### config.mk
export PLATFORM = sky130hd
export DESIGN_NAME = modular_exponentiation_flat
export DESIGN_NICKNAME = d
export VERILOG_FILES = /design/src/rtl/core/mexp_pkg.sv /design/src/rtl/core/mexp_if.sv /design/src/rtl/core/mexp_mulmod.sv /design/src/rtl/core/mexp_seq.sv /design/src/rtl/core/modular_exponentiation.sv /design/src/flat_wrapper.sv
export SDC_FILE = /design/constraint.sdc
export NUM_CORES = 2
export LEC_CHECK = 0
export ABC_AREA = 1
export BUFFER_PORTS_ARGS = -buffer_cell sky130_fd_sc_hd__buf_2
export CAP_MARGIN = 30
export CORE_AREA = 2 2 281 422
export CTS_BUF_LIST = sky130_fd_sc_hd__clkbuf_2 sky130_fd_sc_hd__clkbuf_4 sky130_fd_sc_hd__clkbuf_8
export CTS_CLUSTER_DIAMETER = 120
export DETAILED_ROUTE_END_ITERATION = 16
export DIE_AREA = 0 0 283 424
export PLACE_DENSITY = 0.76
export SYNTH_ARGS = -nofsm -noshare
export SYNTH_HDL_FRONTEND = slang
export SYNTH_HIERARCHICAL = 1
export SYNTH_SLANG_ARGS = --single-unit
### constraint.sdc
create_clock -name clk -period 9.4 [get_ports clk]
set_clock_uncertainty 0.15 [all_clocks]
set_input_delay 1.41 -clock clk [delete_from_list [all_inputs] [get_ports clk]]
set_output_delay 1.41 -clock clk [all_outputs]
set_load 0.005 [all_outputs]
### src/rtl/core/mexp_pkg.sv
`default_nettype none

package mexp_pkg;

  localparam int unsigned DATA_W = 30;
  localparam int unsigned PROD_W = 2 * DATA_W;
  localparam int unsigned RED_W  = 32;

  localparam logic [DATA_W-1:0] MODULUS   = DATA_W'(1000000007);
  localparam logic [RED_W-1:0]  MODULUS_2 = RED_W'(2 * 1000000007);

  // Barrett constant floor(2^60 / M); fits in 31 bits since M > 2^29
  localparam logic [DATA_W:0] BARRETT_MU =
    (DATA_W + 1)'((64'd1 << PROD_W) / 64'd1000000007);

  localparam int unsigned STEP_W = 3;

  typedef enum logic [1:0] {
    OP_NOP,
    OP_MUL,
    OP_SQR
  } op_t;

  // One microcode word
  typedef struct packed {
    op_t  op;
    logic wb_acc;
    logic wb_sq;
    logic last_step;
  } ctrl_t;

  // Control from sequencer to datapath
  typedef struct packed {
    logic load;
    op_t  op;
    logic wb_acc;
    logic wb_sq;
    logic emit;
  } dp_ctl_t;

  // Program for one exponent bit. The mulmod pipe has four register stages,
  // so an operation's writeback comes in a later step, once its result has left the pipe.
  function automatic ctrl_t ucode_rom(input logic [STEP_W-1:0] step);
    ctrl_t w;
    w = '{op: OP_NOP, wb_acc: 1'b0, wb_sq: 1'b0, last_step: 1'b0};
    case (step)
      3'd0: w.op = OP_MUL;
      3'd1: w.op = OP_SQR;
      3'd2: w.op = OP_NOP;
      3'd3: w.op = OP_NOP;
      3'd4: w.wb_acc = 1'b1;
      3'd5: begin
        w.wb_sq     = 1'b1;
        w.last_step = 1'b1;
      end
      default: w.last_step = 1'b1;
    endcase
    return w;
  endfunction

endpackage

`default_nettype wire

### src/rtl/core/mexp_if.sv
`default_nettype none

interface mexp_in_if import mexp_pkg::*; ();
  logic              valid;
  logic              ready;
  logic [DATA_W-1:0] base;
  logic [DATA_W-1:0] exponent;

  modport source(output valid, base, exponent, input ready);
  modport sink(input valid, base, exponent, output ready);
endinterface

interface mexp_out_if import mexp_pkg::*; ();
  logic              valid;
  logic              ready;
  logic [DATA_W-1:0] power;

  modport source(output valid, power, input ready);
  modport sink(input valid, power, output ready);
endinterface

`default_nettype wire

### src/rtl/core/mexp_mulmod.sv
`default_nettype none

module mexp_mulmod import mexp_pkg::*; (
  input  wire logic              clk,
  input  wire logic [DATA_W-1:0] op_a,
  input  wire logic [DATA_W-1:0] op_b,
  output logic      [DATA_W-1:0] res
);

  logic [PROD_W-1:0]     prod;
  logic [2*DATA_W+1:0]   quot_est;
  logic [RED_W-1:0]      p_lo2;
  logic [RED_W-1:0]      p_lo3;
  logic [RED_W-1:0]      qm;
  logic [RED_W-1:0]      rem;
  logic [DATA_W:0]       q1;
  logic [DATA_W:0]       q3;

  assign q1 = prod[PROD_W-1:DATA_W-1];
  assign q3 = quot_est[2*DATA_W+1:DATA_W+1];

  always_ff @(posedge clk) begin
    prod     <= PROD_W'(op_a) * PROD_W'(op_b);
    quot_est <= (2*DATA_W+2)'(q1) * (2*DATA_W+2)'(BARRETT_MU);
    p_lo2    <= prod[RED_W-1:0];
    // only the low word matters: the remainder stays below 3M < 2^32
    qm       <= RED_W'(q3) * RED_W'(MODULUS);
    p_lo3    <= p_lo2;
    rem      <= p_lo3 - qm;
  end

  // Barrett estimate is short by at most two multiples of M
  always_comb begin
    if (rem >= MODULUS_2) begin
      res = DATA_W'(rem - MODULUS_2);
    end else if (rem >= RED_W'(MODULUS)) begin
      res = DATA_W'(rem - RED_W'(MODULUS));
    end else begin
      res = DATA_W'(rem);
    end
  end

endmodule

`default_nettype wire

### src/rtl/core/mexp_seq.sv
`default_nettype none

module mexp_seq import mexp_pkg::*; #(
  parameter int unsigned EXP_BITS = 30
) (
  input  wire logic clk,
  input  wire logic rst,
  input  wire logic start,
  input  wire logic out_free,
  output logic      idle,
  output dp_ctl_t   ctl
);

  localparam int unsigned CNT_W = (EXP_BITS > 1) ? $clog2(EXP_BITS) : 1;

  typedef enum logic [1:0] {
    S_IDLE,
    S_RUN,
    S_DONE
  } state_t;

  state_t            state;
  logic [STEP_W-1:0] step;
  logic [CNT_W-1:0]  bit_cnt;
  ctrl_t             uword;

  assign uword = ucode_rom(step);
  assign idle  = (state == S_IDLE);

  always_comb begin
    ctl = '{load: 1'b0, op: OP_NOP, wb_acc: 1'b0, wb_sq: 1'b0, emit: 1'b0};
    case (state)
      S_IDLE: ctl.load = start;
      S_RUN: begin
        ctl.op     = uword.op;
        ctl.wb_acc = uword.wb_acc;
        ctl.wb_sq  = uword.wb_sq;
      end
      S_DONE: ctl.emit = out_free;
      default: ;
    endcase
  end

  always_ff @(posedge clk) begin
    if (rst) begin
      state   <= S_IDLE;
      step    <= '0;
      bit_cnt <= '0;
    end else begin
      case (state)
        S_IDLE: begin
          step    <= '0;
          bit_cnt <= '0;
          if (start) state <= S_RUN;
        end
        S_RUN: begin
          if (uword.last_step) begin
            step <= '0;
            if (bit_cnt == CNT_W'(EXP_BITS - 1)) begin
              state <= S_DONE;
            end else begin
              bit_cnt <= bit_cnt + 1'b1;
            end
          end else begin
            step <= step + 1'b1;
          end
        end
        S_DONE: begin
          if (out_free) state <= S_IDLE;
        end
        default: state <= S_IDLE;
      endcase
    end
  end

endmodule

`default_nettype wire

### src/rtl/core/modular_exponentiation.sv
// Modular exponentiation: power = base ^ exponent mod 1000000007.
//
// Channels: item (sink) carries base and exponent, result (source) carries
// power. A transfer happens on a rising edge with valid and ready both high.
// base is expected below the modulus; a base up to 2^30-1 is reduced once.
//
// The block works on one item at a time. ready is high only while idle.
// Each of the EXP_BITS exponent bits runs a six-step microcode program on
// one shared mulmod unit (30x30 product, Barrett reduction, four register
// stages): one multiply, one square, writeback. An item runs through all
// exponent bits and then waits in the done state until the output register
// is free and takes power; only after that does the block return to idle
// and take the next item.
//
// The output register holds the result while the receiver stalls; the block
// takes the next item meanwhile and waits at its end until the register is
// free. Reset empties the output register and returns the sequencer to idle.
`default_nettype none

module modular_exponentiation import mexp_pkg::*; #(
  parameter int unsigned EXP_BITS = 30
) (
  input  wire logic clk,
  input  wire logic rst,
  mexp_in_if.sink   item,
  mexp_out_if.source result
);

  logic              idle;
  logic              out_free;
  logic              out_valid;
  logic [DATA_W-1:0] power;
  logic [DATA_W-1:0] acc;
  logic [DATA_W-1:0] sq;
  logic [DATA_W-1:0] expo;
  logic [DATA_W-1:0] mul_a;
  logic [DATA_W-1:0] mul_res;
  dp_ctl_t           ctl;

  assign item.ready   = idle;
  assign result.valid = out_valid;
  assign result.power = power;
  assign out_free     = !out_valid || result.ready;

  mexp_seq #(
    .EXP_BITS(EXP_BITS)
  ) u_seq (
    .clk     (clk),
    .rst     (rst),
    .start   (item.valid),
    .out_free(out_free),
    .idle    (idle),
    .ctl     (ctl)
  );

  assign mul_a = (ctl.op == OP_SQR) ? sq : acc;

  mexp_mulmod u_mulmod (
    .clk (clk),
    .op_a(mul_a),
    .op_b(sq),
    .res (mul_res)
  );

  always_ff @(posedge clk) begin
    if (ctl.load) begin
      acc  <= DATA_W'(1);
      sq   <= (item.base >= MODULUS) ? item.base - MODULUS : item.base;
      expo <= item.exponent;
    end else begin
      if (ctl.wb_acc && expo[0]) acc <= mul_res;
      // advance to the next exponent bit
      if (ctl.wb_sq) begin
        sq   <= mul_res;
        expo <= expo >> 1;
      end
    end
  end

  always_ff @(posedge clk) begin
    if (rst) begin
      out_valid <= 1'b0;
    end else if (ctl.emit) begin
      out_valid <= 1'b1;
    end else if (result.ready) begin
      out_valid <= 1'b0;
    end
  end

  always_ff @(posedge clk) begin
    if (ctl.emit) power <= acc;
  end

endmodule

`default_nettype wire

### src/flat_wrapper.sv
// flat-port wrapper written by rule: the top's interface ports become plain ports
module modular_exponentiation_flat import mexp_pkg::*;
#(
  parameter int unsigned EXP_BITS = 30
)
  (clk, rst, item_valid, item_base, item_exponent, item_ready, result_valid, result_power, result_ready);
  mexp_in_if item_i ();
  mexp_out_if result_i ();
  input  wire logic clk;
  input  wire logic rst;
  input wire logic [$bits(item_i.valid)-1:0] item_valid;
  input wire logic [$bits(item_i.base)-1:0] item_base;
  input wire logic [$bits(item_i.exponent)-1:0] item_exponent;
  output wire logic [$bits(item_i.ready)-1:0] item_ready;
  output wire logic [$bits(result_i.valid)-1:0] result_valid;
  output wire logic [$bits(result_i.power)-1:0] result_power;
  input wire logic [$bits(result_i.ready)-1:0] result_ready;
  assign item_i.valid = item_valid;
  assign item_i.base = item_base;
  assign item_i.exponent = item_exponent;
  assign item_ready = item_i.ready;
  assign result_valid = result_i.valid;
  assign result_power = result_i.power;
  assign result_i.ready = result_ready;
  modular_exponentiation #(.EXP_BITS(EXP_BITS)) u_core (.clk(clk), .rst(rst), .item(item_i), .result(result_i));
endmodule
[Word-level counts from Yosys, hierarchy flattened]
Cells that the tools add are included.
Widths: inputs -> output; s select.
Cells by class
  divide/modulo/power cells: 0
  mux-type cells: 26
  reduce and logical (&&, ||, !) cells: 11
  $mul: 3
  equality and inequality tests: 14
  shifts and indexed selects: 0
  order comparisons: 3
  add/subtract/negate cells: 6
  bitwise gates (word level): 0
Operator list (number)
  $mux 30: 8
  $sub 30x30->30 const B: 3
  $mul 30x30->60: 1
  $mul 31x28->59 const B: 1
  $ge 32x30->1 const B: 1
  $ge 32x31->1 const B: 1
  $mul 31x30->32 const B: 1
  $sub 32x32->32: 1
  $ge 30x30->1 const B: 1
  $mux 5: 2
  $ne 2x2->1 const B: 5
  $pmux 5 s2: 1
  $mux 2: 4
  $eq 3x2->1 const B: 2
  $eq 3x3->1 const B: 2
  $mux 1: 6
  $pmux 2 s3: 1
  $pmux 3 s2: 1
  $reduce_bool 2->1: 3
  $add 5x1->5 const B: 1
  $eq 5x5->1 const B: 1
  $reduce_or 5->1: 1
  $eq 2x2->1 const B: 2
  $mux 4: 1
  other kinds (12): 12
Storage, ports and cells
  input port bits: 64
  RAM bits: 0
  memories: 0
  logic and storage cells: 77
  bits in read-only memories: 0
  output and inout port bits: 32
  register bits: 378
  latch bits: 0

[Depth between registers and ports, before layout]
  depth in word-level cells: 6
  mapped depth: 41
  mapped depth without buffers: 39

[By module]
The synthesis kept the hierarchy.
By module, submodules not included
  mexp_mulmod: seq. area each 4384.2 um^2, cells an instance 7966, times used 1, area each 62646.3 um^2
  modular_exponentiation: seq. area each 3323.2 um^2, cells an instance 751, times used 1, area each 6165.9 um^2
  mexp_seq: seq. area each 200.2 um^2, cells an instance 104, times used 1, area each 694.4 um^2

[Worst setup path before layout]
OpenSTA, ideal clock, no wires.
  kind: register -> register
  start: register u_core.u_seq.step[1]
  end: register u_core.u_mulmod.prod[55]
  setup slack: 1.781 ns
  buffers on the path: 2
  stages on the path, launching flop included: 39
  clock period less this slack: 7.619 ns
  arrival time: 7.356 ns
  data required time: 9.137 ns
  setup time: 0.113 ns
  cells stage by stage: dfxtp_1 > inv_1 > ha_1 > inv_1 > nor2_1 > inv_1 > nor2_1 > nand2_1 > clkbuf_1 > mux2_2 > clkbuf_1 > nand2_1 > inv_1 > fa_1 > fa_1 > fa_1 > inv_1 > fa_1 > [... 3 more ...] > fa_1 > inv_1 > fa_1 > inv_1 > fa_1 > inv_1 > ha_1 > nand2_1 > nor2_1 > inv_1 > nor2_1 > inv_1 > nor2_1 > nand2_1 > nand3_1 > nand4_1 > nand4_1 > nand2_1
RTL lines
  from (decl): line mexp_seq.sv:23  | logic [STEP_W-1:0] step;
  from (signal assigned): line mexp_seq.sv:65  | step <= step + 1'b1;
  to (signal assigned): line mexp_mulmod.sv:23  | prod <= PROD_W'(op_a) * PROD_W'(op_b);
  to (decl): line mexp_mulmod.sv:10  | logic [PROD_W-1:0] prod;

==> flow_summary.json <==
{
  "rsz0062_at_grt": "false",
  "cts_setup_buffers": 0,
  "min_path_type": "flop to flop",
  "ant_nets": 0,
  "hpwl_um": 183000,
  "fin_area_mm2": 0.0730,
  "rows": 154,
  "worstMarginPinSlew_ns": 1.10,
  "die_h_um": 424,
  "yosys_most_used_dff": "dfxtp_1",
  "firstDrtPassIters": 6,
  "pre_cts_slack_ns": 0.554,
  "cts_sinks": 350,
  "drt_iter0_markers": 4124,
  "yosysWarnings": 6,
  "antenna_found_initial": 8,
  "worst_ep_required_time_ns": 9.86,
  "crit_type": "flop to flop",
  "cts-resized-gates": 0,
  "grt_overflow": 0,
  "rr_endpoint": "u_core/u_mulmod/prod[45]",
  "cts-buffers-inserted": 56,
  "finalSetupViolations": 0,
  "worstHoldPathCells": 0,
  "worst-r2r-setup-slack_ns": 0.41,
  "nets": 10900,
  "reg2reg_depth": 32,
  "worstPathMaxFanout": 30,
  "cp_slowest_cell": "mux2_2",
  "avgViaCountPerCell": 5.43,
  "grt_max_degree": 68,
  "arrival_ns": 9.45,
  "syn-cell-area_mm2": 0.0695,
  "slowest_delay_ns": 0.78,
  "synth_cells": 8821,
  "clock-root-buffer": "clkbuf_8",
  "yosysSeqAreaShare_pct": 11.4,
  "nFillCells": 10300,
  "period_share_pct": 95.7,
  "drive_gt1_share_pct": 4.11,
  "max_cap_violations": 0,
  "drc": 0,
  "via_count": 56600,
  "slew_headroom_pct": 26.4,
  "gp_congestion": 1.03,
  "io_pins": 96,
  "die-area_mm2": 0.120,
  "setup_tns_ns": 0,
  "die_w_um": 283,
  "ys_ff_latch": 350,
  "area_growth_syn_to_layout_pct": 5.05,
  "synth_cell_types": 50,
  "whs_endpoint": "u_core/u_mulmod/p_lo2[21]",
  "r2r-start": "u_core/u_seq/step[0]",
  "avgSynthCellArea_um2": 7.88,
  "cts_tree": "done",
  "clockBufferDepth": 3,
  "fin_ws_ns": 0.408,
  "postPlaceCellArea_mm2": 0.0715,
  "htree_levels": 2,
  "io_buffers": 95,
  "wl_um": 213000,
  "cts_hold_buffers": 0,
  "ys_async_sr_fraction_pct": 0,
  "max_freq_mhz": 111,
  "drv_slew": 0,
  "core_region_area_mm2": 0.117,
  "synth_edf_count": 90,
  "track_usage_pct": 36.4,
  "finalHoldViolCount": 0,
  "grt_pass1_vias": 61500,
  "critPathLaunchType": "flop",
  "syn-num-nets": 10900,
  "initial_core_util_pct": 59.6,
  "outcome": "completed",
  "final.min_clock_period_ns": 8.99,
  "grt_pass1_wl_um": 334000,
  "cts.reportedPaths.clkPinSlew_ns": 0.08,
  "clock_latency_ns": 0.72,
  "holdCritStartpoint": "u_core/u_mulmod/prod[21]",
  "end_kind": "flop",
  "cp_common_cell": "inv_1",
  "detail_route.wl_per_cell_um": 20.4
}
[cell usage in the layout, fill, tap and decap left out, types with 41 or more instances in the layout]
| cell | synthesis | routed |
|---|---|---|
| inv_1 | 2439 | 2439 |
| nand2_1 | 2051 | 2051 |
| fa_1 | 1224 | 1224 |
| ha_1 | 804 | 804 |
| nor2_1 | 516 | 516 |
| nand3_1 | 268 | 268 |
| dfxtp_1 | 260 | 260 |
| a21oi_1 | 230 | 230 |
| o21ai_0 | 206 | 206 |
| xor2_1 | 129 | 129 |
| buf_2 | 10 | 95 |
| edfxtp_1 | 90 | 90 |
| buf_4 | 8 | 76 |
| clkbuf_8 | 0 | 61 |
| nand4_1 | 42 | 42 |
| nor3_1 | 43 | 41 |
[logic make-up after synthesis]
group / count (synthesis) / synth area share [%]
buffers and inverters: 2693 / 14.7
AO/OA/AOI/OAI: 583 / 4.63
flip-flops: 350 / 11.4
XOR/XNOR: 157 / 1.98
multiplexers: 30 / 0.486
AND/OR/NAND/NOR: 2980 / 17.1
adder cells (fa/ha/maj): 2028 / 49.7
[per-stage QoR]
step	std cells	util, %	hold WS [ns]
2_1_floorplan	8821	-	0.160
3_3_place_gp	10300	61.4	0.160
3_5_place_dp	10300	61.4	0.162
4_1_cts	10400	62.6	0.162
5_1_grt	10400	62.6	0.178
6_report	10400	62.6	0.164
[Yosys cell counts, drive strengths merged, types with 30 or more instances]
master / number / share of area [%]
a21oi: 231 / 1.7
inv: 2458 / 13
xor2: 129 / 1.6
nand3: 271 / 2.0
mux2: 30 / 0.49
nor3: 43 / 0.31
edfxtp: 90 / 3.9
clkbuf: 205 / 1.1
o21bai: 36 / 0.41
o21ai: 233 / 1.7
ha: 804 / 14
fa: 1224 / 35
nand4: 42 / 0.38
nor2: 528 / 2.9
nand2: 2063 / 11
dfxtp: 260 / 7.5
[how the worst max path moves through the flow]
stage / from / end / slack, ns / cells after the start
3_3_place_gp: u_core/u_seq/step[0] / u_core/u_mulmod/prod[31] / 0.57 / 34
4_1_cts: u_core/u_seq/step[0] / u_core/u_mulmod/prod[45] / 0.54 / 30
5_1_grt: u_core/u_seq/step[0] / u_core/u_mulmod/prod[31] / 0.13 / 34
3_5_place_dp: u_core/u_seq/step[0] / u_core/u_mulmod/prod[45] / 0.55 / 30
6_report: u_core/u_seq/step[0] / u_core/u_mulmod/prod[45] / 0.41 / 32
2_1_floorplan: u_core/u_seq/step[1] / u_core/u_mulmod/prod[55] / 1.78 / 38
[per-layer routing]
metal / wire, µm / vias up / GRT usage [%]
met1: 71200 / 27500 / 38.1
li1: - / 25900 / -
met5: 0 / - / 0
met4: 20200 / 0 / 28.6
met2: 109000 / 2374 / 66.0
met3: 12200 / 866 / 4.26
[layout make-up]
class | instances | area, µm² | share of cell area, %
sequential | 350 | 7910 | 10.8
inverter | 2460 | 9230 | 12.6
antenna | 7 | 17.5 | 0.0240
multi-input combinational | 5778 | 51400 | 70.4
clock inverter | 36 | 561 | 0.768
clock buffer | 68 | 892 | 1.22
tap | 1560 | 1950 | 2.67
timing repair buffer | 172 | 1070 | 1.46
[worst max-delay path: cells and delay by family (launching register included)]
kind | cells | cell delay [ns]
buffers and inverters | 10 | 0.91
DFF | 1 | 0.41
and+or+nand+nor | 10 | 1.64
muxes | 1 | 0.78
adders and majority gates | 10 | 4.64
AOI/OAI and AO/OA | 1 | 0.35
[state kept, by name, summed over array words and instances (netlist names)]
register / cells
u_core/result.power: 30
u_core/u_mulmod/p_lo3: 32
u_core/sq: 30
u_core/expo: 30
u_core/u_mulmod/p_lo2: 32
u_core/result.valid: 1
u_core/u_mulmod/qm: 32
u_core/u_mulmod/prod: 60
u_core/u_seq/state: 2
u_core/u_mulmod/quot_est: 31
u_core/u_mulmod/rem: 32
u_core/u_seq/step: 3
u_core/u_seq/bit_cnt: 5
u_core/acc: 30
Power is left out: the tool's default activity adds up to more than one toggle a clock period on the data nets, which glitch-free logic cannot reach.
